$ cat config.mk
export PLATFORM = sky130hd
export DESIGN_NAME = respiration_rate_detector_core
export DESIGN_NICKNAME = d
export VERILOG_FILES = /design/src/hw/rtl/rrd_pkg.sv /design/src/hw/rtl/rrd_ram.sv /design/src/hw/rtl/rrd_div.sv /design/src/hw/rtl/respiration_rate_detector_core.sv
export SDC_FILE = /design/constraint.sdc
export NUM_CORES = 1
export LEC_CHECK = 0
export BUFFER_PORTS_ARGS = -buffer_cell sky130_fd_sc_hd__buf_4
export CAP_MARGIN = 30
export CELL_PAD_IN_SITES_DETAIL_PLACEMENT = 1
export CELL_PAD_IN_SITES_GLOBAL_PLACEMENT = 2
export CORE_MARGIN = 3
export CORE_UTILIZATION = 31
export DETAILED_ROUTE_END_ITERATION = 8
export GPL_TIMING_DRIVEN = 0
export PLACE_DENSITY = 0.66
export SETUP_SLACK_MARGIN = 0.2
export SYNTH_ARGS = -nofsm -noshare
export SYNTH_HDL_FRONTEND = slang
export SYNTH_SLANG_ARGS = --single-unit
$ cat constraint.sdc
create_clock -name clk -period 11.16 [get_ports clk]
set_input_delay 2.79 -clock clk [delete_from_list [all_inputs] [get_ports clk]]
set_output_delay 2.79 -clock clk [all_outputs]
set_load 0.01 [all_outputs]
$ cat src/hw/rtl/rrd_pkg.sv
// ----------------------------------------------------------------------------
// rrd_pkg
// Shared widths, reset values and register map of the respiration rate
// detector.
// ----------------------------------------------------------------------------
package rrd_pkg;

  localparam int SAMPLE_W = 16;
  localparam int RATE_W   = 7;
  localparam int RING_W   = 9;
  localparam int SINCE_W  = 10;
  localparam int BASE_W   = 32;
  localparam int CAL_W    = 16;
  localparam int HYST_W   = 12;
  localparam int IVL_W    = 9;
  localparam int AMP_W    = 16;
  localparam int WIN_W    = 8;

  localparam int HISTORY_DEPTH_DEF = 8;
  localparam int MIN_HISTORY       = 3;
  localparam int RATE_LOW          = 8;
  localparam int RATE_HIGH         = 80;

  localparam int ADDR_W = 5;
  localparam int DATA_W = 32;

  localparam logic [CAL_W-1:0]  CAL_RESET     = 16'd2980;
  localparam logic [HYST_W-1:0] HYST_RESET    = 12'd20;
  localparam logic [IVL_W-1:0]  MIN_IVL_RESET = 9'd30;
  localparam logic [IVL_W-1:0]  MAX_IVL_RESET = 9'd400;
  localparam logic [IVL_W-1:0]  TIMEOUT_RESET = 9'd312;
  localparam logic [AMP_W-1:0]  WEAK_RESET    = 16'd50;
  localparam logic [WIN_W-1:0]  WINDOW_RESET  = 8'd125;
  localparam logic [IVL_W-1:0]  STARTUP_RESET = 9'd312;

  localparam logic signed [SAMPLE_W-1:0] WIN_MIN_RESET = 16'sh7fff;
  localparam logic signed [SAMPLE_W-1:0] WIN_MAX_RESET = 16'sh8000;

  typedef enum logic [2:0] {
    REG_CAL     = 3'd0,
    REG_HYST    = 3'd1,
    REG_MIN_IVL = 3'd2,
    REG_MAX_IVL = 3'd3,
    REG_TIMEOUT = 3'd4,
    REG_WEAK    = 3'd5,
    REG_WINDOW  = 3'd6,
    REG_STARTUP = 3'd7
  } reg_idx_t;

endpackage

$ cat src/hw/rtl/rrd_ram.sv
// ----------------------------------------------------------------------------
// rrd_ram
// Generic single-write, single-read RAM with registered read data.
// ----------------------------------------------------------------------------
module rrd_ram #(
  parameter int WIDTH = 9,
  parameter int DEPTH = 8
) (
  input  logic                     clk,
  input  logic                     we,
  input  logic [$clog2(DEPTH)-1:0] waddr,
  input  logic [WIDTH-1:0]         wdata,
  input  logic                     re,
  input  logic [$clog2(DEPTH)-1:0] raddr,
  output logic [WIDTH-1:0]         rdata
);

  logic [WIDTH-1:0] mem [DEPTH];

  always_ff @(posedge clk) begin
    if (we) begin
      mem[waddr] <= wdata;
    end
    if (re) begin
      rdata <= mem[raddr];
    end
  end

endmodule

$ cat src/hw/rtl/rrd_div.sv
// ----------------------------------------------------------------------------
// rrd_div
// Restoring unsigned divider, one quotient bit per cycle, done pulses for
// one cycle with the quotient valid.
// ----------------------------------------------------------------------------
module rrd_div #(
  parameter int W = 16
) (
  input  logic         clk,
  input  logic         rst,
  input  logic         start,
  input  logic [W-1:0] num,
  input  logic [W-1:0] den,
  output logic         done,
  output logic [W-1:0] quo
);

  localparam int CW = (W > 1) ? $clog2(W) : 1;

  logic [W-1:0]  rem;
  logic [W-1:0]  den_r;
  logic [CW-1:0] cnt;
  logic          busy;
  logic [W:0]    shifted;
  logic [W:0]    diff;

  assign shifted = {rem, quo[W-1]};
  assign diff    = shifted - {1'b0, den_r};

  always_ff @(posedge clk) begin
    if (rst) begin
      busy <= 1'b0;
      done <= 1'b0;
    end else begin
      done <= busy && !start && (cnt == '0);
      if (start) begin
        busy  <= 1'b1;
        rem   <= '0;
        quo   <= num;
        den_r <= den;
        cnt   <= CW'(W - 1);
      end else if (busy) begin
        if (!diff[W]) begin
          rem <= diff[W-1:0];
          quo <= {quo[W-2:0], 1'b1};
        end else begin
          rem <= shifted[W-1:0];
          quo <= {quo[W-2:0], 1'b0};
        end
        cnt <= cnt - 1'b1;
        if (cnt == '0) begin
          busy <= 1'b0;
        end
      end
    end
  end

endmodule

$ cat src/hw/rtl/respiration_rate_detector_core.sv
// ----------------------------------------------------------------------------
// respiration_rate_detector_core
// Averages four samples per request, tracks a baseline, detects breaths by
// hysteresis crossings and derives breaths per minute from an interval ring.
//
//   channel | direction | handshake           | payload
//   in      | in        | in_valid/in_ready   | sample_a..sample_d
//   out     | out       | out_valid/out_ready | breath_rate
//   apb     | in        | psel/penable/pready | paddr, pwdata, prdata
//
// a request passes through S_BASE and S_DET to S_OUT (S_BASE straight to
// S_OUT during startup); when a breath interval completes and at least
// MIN_HISTORY intervals are held, the rate is derived by a ring read sweep
// and two passes through the serial divider
// one request is in work at a time; the next is taken once the result is
// in the output register, even while that result waits for out_ready
// rst is synchronous and restores the core's own registers to their reset values
// ----------------------------------------------------------------------------
module respiration_rate_detector_core #(
  parameter int HISTORY_DEPTH = rrd_pkg::HISTORY_DEPTH_DEF
) (
  input  logic                                clk,
  input  logic                                rst,
  input  logic                                in_valid,
  output logic                                in_ready,
  input  logic signed [rrd_pkg::SAMPLE_W-1:0] sample_a,
  input  logic signed [rrd_pkg::SAMPLE_W-1:0] sample_b,
  input  logic signed [rrd_pkg::SAMPLE_W-1:0] sample_c,
  input  logic signed [rrd_pkg::SAMPLE_W-1:0] sample_d,
  output logic                                out_valid,
  input  logic                                out_ready,
  output logic [rrd_pkg::RATE_W-1:0]          breath_rate,
  input  logic                                psel,
  input  logic                                penable,
  input  logic                                pwrite,
  input  logic [rrd_pkg::ADDR_W-1:0]          paddr,
  input  logic [rrd_pkg::DATA_W-1:0]          pwdata,
  output logic [rrd_pkg::DATA_W-1:0]          prdata,
  output logic                                pready
);

  import rrd_pkg::*;

  localparam int IDX_W = (HISTORY_DEPTH > 1) ? $clog2(HISTORY_DEPTH) : 1;
  localparam int CNT_W = $clog2(HISTORY_DEPTH + 1);
  localparam int SUM_W = RING_W + CNT_W;
  localparam int DIV_W = (SUM_W > CAL_W) ? SUM_W : CAL_W;
  localparam logic [CNT_W-1:0] CNT_FULL = CNT_W'(HISTORY_DEPTH);
  localparam logic [CNT_W-1:0] CNT_MIN  = CNT_W'(MIN_HISTORY);
  localparam logic [IDX_W-1:0] IDX_LAST = IDX_W'(HISTORY_DEPTH - 1);

  typedef enum logic [3:0] {
    S_IDLE,
    S_BASE,
    S_DET,
    S_SUM,
    S_SUM_END,
    S_AVG_START,
    S_AVG_WAIT,
    S_RATE_START,
    S_RATE_WAIT,
    S_OUT
  } state_t;

  state_t state;

  // configuration registers
  logic [CAL_W-1:0]  cal;
  logic [HYST_W-1:0] hyst;
  logic [IVL_W-1:0]  min_ivl;
  logic [IVL_W-1:0]  max_ivl;
  logic [IVL_W-1:0]  timeout;
  logic [AMP_W-1:0]  weak_amp;
  logic [WIN_W-1:0]  window;
  logic [IVL_W-1:0]  startup;

  // detector state
  logic signed [BASE_W-1:0]   baseline;
  logic signed [SAMPLE_W-1:0] wave;
  logic signed [SAMPLE_W-1:0] wmin;
  logic signed [SAMPLE_W-1:0] wmax;
  logic [WIN_W-1:0]           wtimer;
  logic [SINCE_W-1:0]         since;
  logic [IDX_W-1:0]           ring_idx;
  logic [CNT_W-1:0]           count;
  logic [IVL_W-1:0]           startup_left;
  logic                       waiting_low;
  logic [RATE_W-1:0]          held;
  logic [HISTORY_DEPTH-1:0]   ring_valid;

  // ring sweep
  logic [IDX_W-1:0] rd_idx;
  logic             acc_en;
  logic             valid_q;
  logic [SUM_W-1:0] total;
  logic [RING_W-1:0] rd_data;
  logic [RING_W-1:0] acc_data;

  // divider
  logic             div_start;
  logic             div_done;
  logic [DIV_W-1:0] div_num;
  logic [DIV_W-1:0] div_den;
  logic [DIV_W-1:0] div_quo;

  // apb
  logic     cfg_wr;
  reg_idx_t cfg_idx;

  assign pready  = 1'b1;
  assign cfg_wr  = psel & penable & pwrite;
  assign cfg_idx = reg_idx_t'(paddr[ADDR_W-1:2]);

  always_comb begin
    unique case (cfg_idx)
      REG_CAL:     prdata = DATA_W'(cal);
      REG_HYST:    prdata = DATA_W'(hyst);
      REG_MIN_IVL: prdata = DATA_W'(min_ivl);
      REG_MAX_IVL: prdata = DATA_W'(max_ivl);
      REG_TIMEOUT: prdata = DATA_W'(timeout);
      REG_WEAK:    prdata = DATA_W'(weak_amp);
      REG_WINDOW:  prdata = DATA_W'(window);
      REG_STARTUP: prdata = DATA_W'(startup);
      default:     prdata = '0;
    endcase
  end

  // four-sample average
  logic [SAMPLE_W+1:0] in_sum;
  assign in_sum = {{2{sample_a[SAMPLE_W-1]}}, sample_a}
                + {{2{sample_b[SAMPLE_W-1]}}, sample_b}
                + {{2{sample_c[SAMPLE_W-1]}}, sample_c}
                + {{2{sample_d[SAMPLE_W-1]}}, sample_d};

  // baseline update with saturation
  logic [BASE_W+1:0]  base_ext;
  logic [BASE_W+1:0]  base_tail;
  logic [BASE_W+1:0]  wave_term;
  logic [BASE_W+1:0]  nb;
  logic [BASE_W-1:0]  base_sat;
  assign base_ext  = {{2{baseline[BASE_W-1]}}, baseline};
  assign base_tail = {{10{baseline[BASE_W-1]}}, baseline[BASE_W-1:8]};
  assign wave_term = {{10{wave[SAMPLE_W-1]}}, wave, 8'b0};
  assign nb        = base_ext - base_tail + wave_term;

  always_comb begin
    if (nb[BASE_W+1:BASE_W-1] == 3'b000 || nb[BASE_W+1:BASE_W-1] == 3'b111) begin
      base_sat = nb[BASE_W-1:0];
    end else if (nb[BASE_W+1]) begin
      base_sat = {1'b1, {(BASE_W-1){1'b0}}};
    end else begin
      base_sat = {1'b0, {(BASE_W-1){1'b1}}};
    end
  end

  // amplitude window
  logic signed [SAMPLE_W-1:0] wmin_n;
  logic signed [SAMPLE_W-1:0] wmax_n;
  logic [WIN_W-1:0]           wtimer_n;
  logic [SAMPLE_W:0]          p2p;
  logic                       win_close;
  logic                       weak_hit;
  assign wmin_n    = (wave < wmin) ? wave : wmin;
  assign wmax_n    = (wave > wmax) ? wave : wmax;
  assign wtimer_n  = wtimer + 1'b1;
  assign p2p       = {wmax_n[SAMPLE_W-1], wmax_n} - {wmin_n[SAMPLE_W-1], wmin_n};
  assign win_close = (wtimer_n >= window);
  assign weak_hit  = (p2p < {1'b0, weak_amp});

  // crossing detector
  logic signed [SAMPLE_W+1:0] wave_x;
  logic signed [SAMPLE_W+1:0] upper;
  logic signed [SAMPLE_W+1:0] lower;
  logic [SAMPLE_W-1:0]        base;
  logic                       go_low;
  logic                       cross_up;
  logic                       in_band;
  logic                       accept_ivl;
  logic [CNT_W-1:0]           count_inc;
  logic [SINCE_W-1:0]         since_det;
  logic                       timeout_hit;

  assign base        = baseline[BASE_W-1:BASE_W-SAMPLE_W];
  assign wave_x      = {{2{wave[SAMPLE_W-1]}}, wave};
  assign upper       = {{2{base[SAMPLE_W-1]}}, base} + (SAMPLE_W+2)'(hyst);
  assign lower       = {{2{base[SAMPLE_W-1]}}, base} - (SAMPLE_W+2)'(hyst);
  assign go_low      = !waiting_low && (wave_x < lower);
  assign cross_up    = waiting_low && (wave_x > upper);
  assign in_band     = (since >= {1'b0, min_ivl}) && (since <= {1'b0, max_ivl});
  assign accept_ivl  = cross_up && in_band;
  assign count_inc   = (count < CNT_FULL) ? count + 1'b1 : count;
  assign since_det   = cross_up ? '0 : since;
  assign timeout_hit = (since_det > {1'b0, timeout});

  assign acc_data = valid_q ? rd_data : '0;

  rrd_ram #(
    .WIDTH (RING_W),
    .DEPTH (HISTORY_DEPTH)
  ) u_ring (
    .clk   (clk),
    .we    (state == S_DET && accept_ivl),
    .waddr (ring_idx),
    .wdata (since[RING_W-1:0]),
    .re    (state == S_SUM),
    .raddr (rd_idx),
    .rdata (rd_data)
  );

  assign div_start = (state == S_AVG_START) || (state == S_RATE_START);
  assign div_num   = (state == S_AVG_START) ? DIV_W'(total) : DIV_W'(cal);
  assign div_den   = (state == S_AVG_START) ? DIV_W'(count) : div_quo;

  rrd_div #(
    .W (DIV_W)
  ) u_div (
    .clk   (clk),
    .rst   (rst),
    .start (div_start),
    .num   (div_num),
    .den   (div_den),
    .done  (div_done),
    .quo   (div_quo)
  );

  assign in_ready = (state == S_IDLE) && !rst;

  always_ff @(posedge clk) begin
    if (rst) begin
      state        <= S_IDLE;
      out_valid    <= 1'b0;
      breath_rate  <= '0;
      cal          <= CAL_RESET;
      hyst         <= HYST_RESET;
      min_ivl      <= MIN_IVL_RESET;
      max_ivl      <= MAX_IVL_RESET;
      timeout      <= TIMEOUT_RESET;
      weak_amp     <= WEAK_RESET;
      window       <= WINDOW_RESET;
      startup      <= STARTUP_RESET;
      baseline     <= '0;
      wave         <= '0;
      wmin         <= WIN_MIN_RESET;
      wmax         <= WIN_MAX_RESET;
      wtimer       <= '0;
      since        <= '0;
      ring_idx     <= '0;
      count        <= '0;
      startup_left <= STARTUP_RESET;
      waiting_low  <= 1'b0;
      held         <= '0;
      ring_valid   <= '0;
      rd_idx       <= '0;
      acc_en       <= 1'b0;
      valid_q      <= 1'b0;
      total        <= '0;
    end else begin
      if (out_valid && out_ready && state != S_OUT) begin
        out_valid <= 1'b0;
      end

      acc_en  <= (state == S_SUM);
      valid_q <= ring_valid[rd_idx];
      if (acc_en) begin
        total <= total + SUM_W'(acc_data);
      end

      unique case (state)
        S_IDLE: begin
          if (in_valid) begin
            wave  <= in_sum[SAMPLE_W+1:2];
            state <= S_BASE;
          end
        end
        S_BASE: begin
          if (startup_left != '0) begin
            startup_left <= startup_left - 1'b1;
            baseline     <= {wave, 16'b0};
            state        <= S_OUT;
          end else begin
            baseline <= base_sat;
            since    <= since + 1'b1;
            if (win_close) begin
              wmin   <= WIN_MIN_RESET;
              wmax   <= WIN_MAX_RESET;
              wtimer <= '0;
              if (weak_hit) begin
                held  <= '0;
                count <= '0;
              end
            end else begin
              wmin   <= wmin_n;
              wmax   <= wmax_n;
              wtimer <= wtimer_n;
            end
            state <= S_DET;
          end
        end
        S_DET: begin
          if (go_low && !timeout_hit) begin
            waiting_low <= 1'b1;
          end
          if (cross_up) begin
            waiting_low <= 1'b0;
            since       <= '0;
            if (in_band) begin
              ring_idx             <= (ring_idx == IDX_LAST) ? '0 : ring_idx + 1'b1;
              ring_valid[ring_idx] <= 1'b1;
              count                <= count_inc;
            end else if (since > {1'b0, max_ivl}) begin
              count <= '0;
            end
          end
          if (timeout_hit) begin
            held        <= '0;
            count       <= '0;
            waiting_low <= 1'b0;
            since       <= '0;
          end
          if (accept_ivl && count_inc >= CNT_MIN) begin
            rd_idx <= '0;
            total  <= '0;
            state  <= S_SUM;
          end else begin
            state <= S_OUT;
          end
        end
        S_SUM: begin
          rd_idx <= rd_idx + 1'b1;
          if (CNT_W'(rd_idx) == count - 1'b1) begin
            state <= S_SUM_END;
          end
        end
        S_SUM_END: begin
          state <= S_AVG_START;
        end
        S_AVG_START: begin
          state <= S_AVG_WAIT;
        end
        S_AVG_WAIT: begin
          if (div_done) begin
            state <= (div_quo == '0) ? S_OUT : S_RATE_START;
          end
        end
        S_RATE_START: begin
          state <= S_RATE_WAIT;
        end
        S_RATE_WAIT: begin
          if (div_done) begin
            if (div_quo >= DIV_W'(RATE_LOW) && div_quo <= DIV_W'(RATE_HIGH)) begin
              held <= div_quo[RATE_W-1:0];
            end
            state <= S_OUT;
          end
        end
        S_OUT: begin
          if (!out_valid || out_ready) begin
            out_valid   <= 1'b1;
            breath_rate <= held;
            state       <= S_IDLE;
          end
        end
        default: begin
          state <= S_IDLE;
        end
      endcase

      if (cfg_wr) begin
        unique case (cfg_idx)
          REG_CAL:     cal      <= pwdata[CAL_W-1:0];
          REG_HYST:    hyst     <= pwdata[HYST_W-1:0];
          REG_MIN_IVL: min_ivl  <= pwdata[IVL_W-1:0];
          REG_MAX_IVL: max_ivl  <= pwdata[IVL_W-1:0];
          REG_TIMEOUT: timeout  <= pwdata[IVL_W-1:0];
          REG_WEAK:    weak_amp <= pwdata[AMP_W-1:0];
          REG_WINDOW:  window   <= pwdata[WIN_W-1:0];
          REG_STARTUP: begin
            startup      <= pwdata[IVL_W-1:0];
            startup_left <= pwdata[IVL_W-1:0];
          end
          default: begin
          end
        endcase
      end
    end
  end

endmodule

# After elaboration in Yosys (flattened, before gate mapping)
# Memory sizes are Yosys's and may differ from the RTL's. A register that Yosys moved wholly into a read port is not among the register bits.
# Cells that the tools add are included.
# word_totals
latch_bits	0
mem_bits_ro	0
reg_bits	302
mem_bits_rw	72
inputBits	108
memories	1
# op_classes
eq_ne	33
order_cmp	17
div	0
n_bitwise	5
multipliers	0
shifts	0
mux	72
reduce_logical	53
addsub	18
# mem_list
memory	depth	width	read_ports	rd_clocked_by_memory_dff	write_ports	line	rtl
u_ring.mem	8	9	1	1	1	rrd_ram.sv:18	logic [WIDTH-1:0] mem [DEPTH];
# ops
operator	n
32-bit one-hot mux with 8 select lines	1
16-bit 2-to-1 mux	9
32-bit 2-to-1 mux	3
4-bit 2-to-1 mux	18
9-bit 2-to-1 mux	5
7-bit 2-to-1 mux	6
4-bit one-hot mux with 10 select lines	1
13-bit 2-to-1 mux	3
33-bit by 24-bit adder with 34-bit output	1
32-bit by 24-bit subtractor with 33-bit output	1
2-bit AND reduction	16
10-bit 2-to-1 mux	3
7-bit one-hot mux with 3 select lines	1
10-bit by 9-bit > comparator with 1-bit output	2
10-bit one-hot mux with 2 select lines	1
17-bit by 16-bit adder with 18-bit output	1
18-bit adder	1
3-bit equality test, second input constant	6
16-bit by 13-bit adder with 17-bit output	1
16-bit by 16-bit adder with 17-bit output	1
16-bit by 17-bit > comparator with 1-bit output	1
16-bit by 17-bit < comparator with 1-bit output	1
17-bit by 16-bit < comparator with 1-bit output	1
16-bit by 13-bit subtractor with 17-bit output	1
other kinds (55)	113

# Logic depth before layout (Yosys ltp)
# Gate-level depths: netlist of run 1.
# depth
depth_word	10
ltp_mapped	34
depth_no_buf	32

# Cells and area by module
# A second synthesis of run 1 with hierarchy kept.
# unflattened
hier_cells	2893
area_unflattened_um2	26444.1
# by_module_without_submodules
module	seq_area_each_um2	n_inst	cells_each	area_each_um2
respiration_rate_detector_core	4964.8	1	2491	20165.6
rrd_div	1601.5	1	276	3169.3
rrd_ram	2432.3	1	126	3109.2

# Worst setup path before layout of run 1
# No wires, ideal clock.
# synth_path
kind	input to output
from	input paddr[2] in the netlist's numbering
to	output prdata[1] in the netlist's numbering
required_ns	8.370
path_buffers	2
arrival_ns	4.155
slack_ns	4.215
cell_stages	4
cell_sequence	buf_1 -> clkbuf_1 -> mux4_2 -> mux2_2
# synth_between
elab_chain_cells	2
word_cells_on_any_way	9
cone_classes	7 x eq/ne; 1 x mux; 1 x reduce/logical
# synth_rtl
element	line	rtl
start: declaration	respiration_rate_detector_core.sv:36	input logic [rrd_pkg::ADDR_W-1:0] paddr,
3-bit equality test (tied with other cells)	respiration_rate_detector_core.sv:115	unique case (cfg_idx)
32-bit one-hot mux with 8 select lines *	respiration_rate_detector_core.sv:115	
end: declaration	respiration_rate_detector_core.sv:38	output logic [rrd_pkg::DATA_W-1:0] prdata,
# Every way passes the cells marked *; elsewhere a longest branch is shown, timed or not. The select of a mux whose other input is x is not followed.

# Worst setup path after layout of run 1
# layout_path
from	input paddr[3] in the netlist's numbering
to	output prdata[6] in the netlist's numbering
# The elaborated chain is that of the path after synthesis.

==> impl_metrics.csv, run 1 <==
group,metric,value,unit
floorplan,core.rowCount,104,
yosys,async_flop_share,0,%
clock_tree,h-tree-depth,2,
sta,timing.final.crit_share,73.5,%
yosys,synthCells,2833,
sta,finalSetupTns,0,ns
setup_path,rr_endpoint,"held[1]$_SDFFE_PP0P_",
yosys,syn-mean-instance-area,9.05,sq um
floorplan,io_pins,150,
clock_tree,cts_root_buffer,"clkbuf_16",
clock_tree,postCtsSetupBuffers,0,
drt,dr.first_iter.drc_count,1035,
place,hpwlAfterDp,71.8,mm
hold_path,hp-class,"flop to flop",
yosys,synth_top_family_by_area,"adder cells",
setup_path,rrSetupSlack,3.11,ns
drt,route.detailed.drc,0,
sta,hold_viol,0,
floorplan,die_w,294,um
setup_path,reg2reg_depth,32,
drt,vias_per_cell,5.21,
setup_path,r2r-start,"wave[1]$_SDFFE_PP0P_",
yosys,synthXorXnorAreaFrac,4.10,%
drt,drtAntennaViolNets,0,
yosys,synth-simple-area-share,15.1,%
cells_and_area,fin_nets,3432,
sta,skew,0.0295,ns
drt,avgRoutedWirePerCell,21.7,um
cells_and_area,areaGrowthSynthToFinish,15.7,%
global_routing,grt_max_degree,20,
clock_tree,clkLatencyLatePin,0.60,ns
global_routing,track_usage,20.7,%
power_and_ir_drop,ir_worst_vdd,0.104,mV
yosys,ys_warn_count,0,
hold_path,hp-start,"baseline[12]$_SDFFE_PP0P_",
sta,post-route-min-period,8.21,ns
drt,first_pass_iters,5,
sta,rsz0062_at_grt,"no",
hold_path,hold_end,"baseline[12]$_SDFFE_PP0P_",
floorplan,die_area,86200,sq um
global_routing,overflow,0,
sta,holdWs,0.448,ns
power_and_ir_drop,power.leakage,0.0124,uW
setup_path,crit_path_max_incr_delay,0.62,ns
sta,setup_viol,0,
yosys,synth_fa_ha_area_share,16.7,%
hold_path,hold_depth,2,
outcome,outcome,"complete, no violations",
yosys,ys_seq_area_share,35.1,%
yosys,synthFlopType,"dfxtp_1",
cells_and_area,diodes,0,
drt,dr_total_vias,21400,
yosys,synth_compound_area_share,16.7,%
clock_tree,postCtsHoldBufs,0,
clock_tree,cts_tree,"built",
setup_path,cp_max_fo,10,
drt,drt-total-wl,89.3,mm
setup_path,cpMaxStageDelayCell,"o21ai_0",
sta,max_freq,122,MHz
sta,worstMarginPinSlew,1.02,ns
power_and_ir_drop,power_density,170,nW/um^2
global_routing,grt_pass1_wl,137,mm
yosys,synth_seq_cells,383,
clock_tree,ctsResizeCount,0,
setup_path,crit_required,8.37,ns
yosys,syn_area,25600,sq um
sta,slew_viol_final,0,
global_routing,grt_pass1_vias,22600,
global_routing,antenna_found_initial,1,
place,gp_congestion,0.854,
setup_path,critical_path_class,"input pin to output pin",
setup_path,worst_setup_path_start_kind,"input pin",
floorplan,coreArea,81200,sq um
floorplan,start_util,31.6,%
yosys,synth_mux_area_share,6.12,%
clock_tree,numCtsBuffers,48,
clock_tree,clk_pin_slew_worst_paths,0.05,ns
setup_path,crit_path_cell_trace,"buf_4 -> buf_1 -> clkbuf_1 -> clkbuf_1 -> o32ai_1 -> o21ai_0 -> buf_4",
floorplan,die_h,294,um
setup_path,crit_arrival,5.42,ns
place,io_buffers,105,
sta,max_slew_margin,32.1,%
cells_and_area,nFillCells,9483,
clock_tree,cts_sinks,383,
yosys,yosysUniqueCellTypes,81,
job,drv_cap,0,
yosys,synth-edff-count,133,
setup_path,cp-end-kind,"output pin",
clock_tree,cts.path.max_buffers,3,
cells_and_area,drive_gt1_share,9.85,%
==> through the flow <==
step / std cells / total power (uW) / setup WS, ns / cell area (sq um) / utilization [%]
floorplan: 2848 / 2930 / 4.21 / 25700 / -
global placement: 4013 / 3450 / 2.93 / 27800 / 34.3
detailed placement: 4026 / 3500 / 2.91 / 28000 / 34.5
CTS: 4115 / 5110 / 2.92 / 29600 / 36.5
global route: 4117 / 5410 / 2.34 / 29700 / 36.5
finish: 4117 / 5040 / 2.95 / 29700 / 36.5
==> flip-flops by register name (all words and copies together), names as in the netlist, 10 cells and up <==
register     flops
weak_amp        16
u_div.rem       16
wave            16
baseline        32
u_div.den_r     16
since           10
u_div.quo       16
hyst            12
total           13
wmin            16
cal             16
wmax            16
u_ring.mem      72
==> synth_stat cells (28+ instances only) <==
cell type / count / area, sq um
a21o_1: 54 / 405
clkbuf_1: 92 / 345
inv_1: 265 / 995
nand2b_1: 31 / 194
edfxtp_1: 133 / 3990
xor2_1: 32 / 280
nor2_1: 276 / 1040
nor3_1: 55 / 275
xnor2_1: 88 / 771
o21ai_0: 122 / 611
o21a_1: 28 / 210
dfxtp_1: 250 / 5000
mux2i_1: 78 / 781
nor2b_1: 35 / 219
nand3_1: 43 / 215
a21oi_1: 221 / 1110
ha_1: 244 / 3050
o211ai_1: 45 / 338
fa_1: 62 / 1240
nand2_1: 252 / 946
==> cells by family (layout without fill, tap and decap cells) <==
kind of cell / count (synthesis) / count (layout)
flip-flops: 383 / 383
adder cells (fa/ha/maj): 306 / 306
XOR/XNOR: 120 / 120
AO/OA/AOI/OAI: 664 / 664
AND/OR/NAND/NOR: 835 / 835
buffers and inverters: 401 / 610
other: 2 / 17
multiplexers: 122 / 122
==> critical path, delay by kind of cell <==
family / cells / cell delay [ns]
buffers and inverters: 5 / 1.82
AO/OA/AOI/OAI: 2 / 0.79
==> worst max-delay path by stage <==
stage	startpoint	to	slack, ns
2_1_floorplan	paddr[2]	prdata[1]	4.21
3_3_place_gp	paddr[3]	prdata[6]	2.93
3_5_place_dp	paddr[3]	prdata[6]	2.91
4_1_cts	paddr[3]	prdata[6]	2.92
5_1_grt	wave[1]$_SDFFE_PP0P_	held[6]$_SDFFE_PP0P_	2.34
6_report	paddr[3]	prdata[6]	2.95
==> report_power, final <==
| part | internal (uW) | leakage (uW) | switching (uW) | total [uW] |
|---|---|---|---|---|
| clock network | 940 | 0.000787 | 642 | 1580 |
| registers | 1460 | 0.00324 | 109 | 1570 |
| logic | 785 | 0.00839 | 1100 | 1880 |
| total | 3190 | 0.0124 | 1850 | 5040 |
==> cell type report <==
| type | count | area [sq um] | area share (%) |
|---|---|---|---|
| plain buffers | 135 | 587 | 1.98 |
| clock buffers | 70 | 1400 | 4.71 |
| clock inverters | 19 | 209 | 0.704 |
| inverters | 266 | 998 | 3.37 |
| multi-input cells | 2064 | 15200 | 51.2 |
| flip-flops and latches | 383 | 9000 | 30.3 |
| well taps | 1060 | 1330 | 4.47 |
| repair buffers | 120 | 973 | 3.28 |
==> cells in the final DEF (no fill, tap or decap), drive strengths merged, types with 9 or more instances in the layout <==
| cell type | n |
|---|---|
| inv | 265 |
| or2 | 11 |
| nor2 | 278 |
| xnor2 | 88 |
| a21o | 54 |
| ha | 244 |
| a31oi | 13 |
| o22a | 15 |
| mux4 | 26 |
| nand2 | 253 |
| mux2i | 78 |
| o2111ai | 9 |
| dfxtp | 250 |
| xor2 | 32 |
| conb | 17 |
| buf | 160 |
| mux2 | 18 |
| clkbuf | 165 |
| o21a | 28 |
| o211ai | 45 |
| nor3 | 56 |
| a21oi | 221 |
| nand3 | 44 |
| a211oi | 27 |
| o21ai | 124 |
| and3 | 22 |
| o31ai | 9 |
| nand4 | 24 |
| fa | 62 |
| a22o | 15 |
| nand2b | 31 |
| a22oi | 20 |
| and2 | 24 |
| nor2b | 35 |
| clkinv | 16 |
| or3 | 19 |
| o21bai | 14 |
| edfxtp | 133 |
==> routing by layer <==
| metal | up-vias | share of wire [%] | GRT usage [%] |
|---|---|---|---|
| met5 | - | 0 | 0 |
| met4 | 0 | 3.7 | 7.41 |
| met3 | 137 | 3.4 | 2.51 |
| met2 | 385 | 49 | 36.1 |
| met1 | 10600 | 44 | 26.3 |
| li1 | 10300 | - | - |
(Power assumes the default switching activity.)
==> inputs of run 2 (changes only) <==
Settings changed: ABC_AREA set to 1, PLACE_DENSITY 0.66 to 0.7.
Clock period 11.16 ns to 8.2 ns, I/O delays scaled along.
==> run 2 against run 1 <==
  * Core utilization down 0.41 points
  * Critical path depth up 28
  * Critical endpoint is now since[3]$_SDFFE_PP0P_
  * Global-route usage up 1.4 points
  * Highest routed layer unchanged
  * Power up 82%
  * Clock skew down 0.0026 ns
==> impl_metrics.csv, run 2 <==
group,metric,value,unit
outcome,outcome,"complete, no violations",
drt,dr_total_vias,24400,
cells_and_area,top_regs,"u_ring.mem: 72 flops, baseline: 32 flops",
sta,timing.final.crit_share,85.3,%
drt,dr.first_iter.drc_count,1321,
sta,max_freq,143,MHz
cells_and_area,nFillCells,10600,
clock_tree,cts_sinks,383,
sta,max_slew_margin,30.7,%
sta,hold_viol,0,
setup_path,crit_path_max_incr_delay,0.59,ns
drt,first_pass_iters,5,
yosys,synth_area_leader_cell,"dfxtp_1",
floorplan,die_area,89900,sq um
clock_tree,cts_tree,"built",
global_routing,track_usage,22.1,%
clock_tree,clkLatencyLatePin,0.60,ns
yosys,synth_top_family_by_area,"simple AND/OR/NAND/NOR gates",
clock_tree,numCtsBuffers,48,
setup_path,crit_arrival,7.52,ns
sta,layout_setup_ws,1.21,ns
sta,setup_viol,0,
yosys,synth_seq_cells,383,
yosys,yosysMostFrequentCell,"nand2_1",
clock_tree,cts.path.max_buffers,3,
global_routing,grt_pass1_vias,24900,
yosys,synth_compound_area_share,17.3,%
setup_path,worst_setup_path_start_kind,"flop",
yosys,synthFlopType,"dfxtp_1",
power_and_ir_drop,power.leakage,0.0138,uW
drt,drt-total-wl,100,mm
sta,worstMarginPinSlew,1.04,ns
sta,holdWs,0.445,ns
global_routing,grt_max_degree,22,
cells_and_area,areaGrowthSynthToFinish,15.3,%
cells_and_area,largest_reg_flops,72,
place,pre_cts_ws,1.11,ns
sta,rsz0062_at_grt,"no",
yosys,async_flop_share,0,%
floorplan,die_w,300,um
place,io_buffers,112,
yosys,synth_top_cell_area_share,18.7,%
setup_path,cp_max_fo,10,
sta,finalSetupTns,0,ns
cells_and_area,regArea,9000,sq um
hold_path,hp-class,"flop to flop",
setup_path,cp-end-kind,"flop",
drt,avgRoutedWirePerCell,20.5,um
setup_path,cpMaxStageDelayCell,"o31ai_1",
setup_path,crit_required,8.73,ns
yosys,syn_area,26800,sq um
yosys,yosysUniqueCellTypes,60,
floorplan,coreArea,85400,sq um
setup_path,crit_top_cell,"nand2_1",
yosys,netlist_top_cells_area,"dfxtp_1 (19%), edfxtp_1 (15%), ha_1 (11%)",
clock_tree,clk_pin_slew_worst_paths,0.06,ns
clock_tree,postCtsSetupBuffers,0,
cells_and_area,drive_gt1_share,7.71,%
power_and_ir_drop,total_power,9180,uW
clock_tree,h-tree-depth,2,
yosys,synth_mux_area_share,0.0421,%
cells_and_area,diodes,0,
yosys,synth-edff-count,133,
drt,vias_per_cell,4.99,
yosys,ys_seq_area_share,33.6,%
cells_and_area,fin_nets,4121,
yosys,synthCells,3521,
floorplan,io_pins,150,
cells_and_area,mostFrequentLayoutCell,"nand2_1",
floorplan,die_h,300,um
drt,drtAntennaViolNets,0,
place,hpwlAfterDp,80.5,mm
clock_tree,ctsResizeCount,0,
sta,post-route-min-period,6.99,ns
clock_tree,postCtsHoldBufs,0,
cells_and_area,top_register,"u_ring.mem",
clock_tree,cts_root_buffer,"clkbuf_16",
floorplan,start_util,31.3,%
global_routing,grt_pass1_wl,152,mm
power_and_ir_drop,ir_worst_vdd,0.150,mV
floorplan,core.rowCount,107,
yosys,ys_warn_count,0,
sta,skew,0.0268,ns
yosys,synth_fa_ha_area_share,16.0,%
place,gp_congestion,0.871,
power_and_ir_drop,power_density,297,nW/um^2
yosys,syn-mean-instance-area,7.60,sq um
cells_and_area,multi_input_area,15300,sq um
sta,slew_viol_final,0,
job,drv_cap,0,
yosys,ys_top_cells_by_count,"nand2_1 (632), inv_1 (508), a21oi_1 (365), nor2_1 (294), dfxtp_1 (250)",
drt,route.detailed.drc,0,
setup_path,critical_path_class,"flop to flop",
yosys,synthXorXnorAreaFrac,3.83,%
cells_and_area,final_cell_mix,"nand2_1 (632), inv_1 (508), a21oi_1 (365), nor2_1 (294), dfxtp_1 (250)",
global_routing,overflow,0,
global_routing,antenna_found_initial,2,
yosys,synth-simple-area-share,19.6,%
run 2: cell types whose count changed in the layout (fill, tap and decap cells not counted), sizes merged, moves of 58 or more:
cell	delta
a21oi	+146
inv	+263
mux2i	-78
nand2	+385
nand3	+104
o21ai	+129
xnor2	-61
xor2	+58
run 2: routing by layer:
| metal | track usage, % | vias up | wire length (um) |
|---|---|---|---|
| li1 | - | 12100 | - |
| met1 | 29.4 | 11800 | 46000 |
| met2 | 38.2 | 415 | 48000 |
| met3 | 2.04 | 120 | 3560 |
| met4 | 6.08 | 0 | 2720 |
| met5 | 0 | - | 0 |
run 2: path summary, 6_finish.rpt:
check / from / to / slack, ns / cells past startpoint
setup / recovery: baseline[17]$_SDFFE_PP0P_ / since[3]$_SDFFE_PP0P_ / 1.21 / 35
hold / removal: breath_rate[1]$_SDFFE_PP0P_ / breath_rate[1]$_SDFFE_PP0P_ / 0.45 / 2
setup reg to reg: baseline[17]$_SDFFE_PP0P_ / since[3]$_SDFFE_PP0P_ / 1.21 / 35
hold reg to reg: breath_rate[1]$_SDFFE_PP0P_ / breath_rate[1]$_SDFFE_PP0P_ / 0.45 / 2
run 2: report_power, final:
group          internal (uW)  switching, uW  leakage [uW]
registers               2000            120       0.00307
logic                   1680           3160       0.00993
clock network           1310            902      0.000813
total                   4990           4180        0.0138
run 2: metrics by stage:
stage          instances  util, %  instance area, sq um
6_report            4890     36.1                 30900
5_1_grt             4890     36.1                 30900
4_1_cts             4890     36.1                 30900
3_5_place_dp        4801     34.2                 29200
3_3_place_gp        4792     34.1                 29100
2_1_floorplan       3536        -                 26800
run 2: logic make-up (layout without fill, tap and decap cells):
family                   Yosys count  count (layout)
adder cells (fa/ha/maj)          306             306
flip-flops                       383             383
multiplexers                       1               1
AND/OR/NAND/NOR                 1229            1229
XOR/XNOR                         117             117
other                              2              17
buffers and inverters            657             867
AO/OA/AOI/OAI                    826             826
run 2: critical path, delay by kind of cell (launching register included):
family | cells | cell delay, ns
AOI/OAI and AO/OA | 7 | 1.62
adders and majority gates | 3 | 1.09
buffers and inverters | 7 | 1.30
xor gates and xnor gates | 1 | 0.16
DFF | 1 | 0.56
and+or+nand+nor | 17 | 2.18
run 2: cell type report:
type | count | share of cell area [%]
Timing Repair Buffer | 121 | 3.11
Inverter | 530 | 6.46
Clock inverter | 17 | 0.649
Clock buffer | 72 | 4.65
Multi-Input combinational cell | 2496 | 49.5
Sequential cell | 383 | 29.2
Tap cell | 1144 | 4.64
Buffer | 127 | 1.87
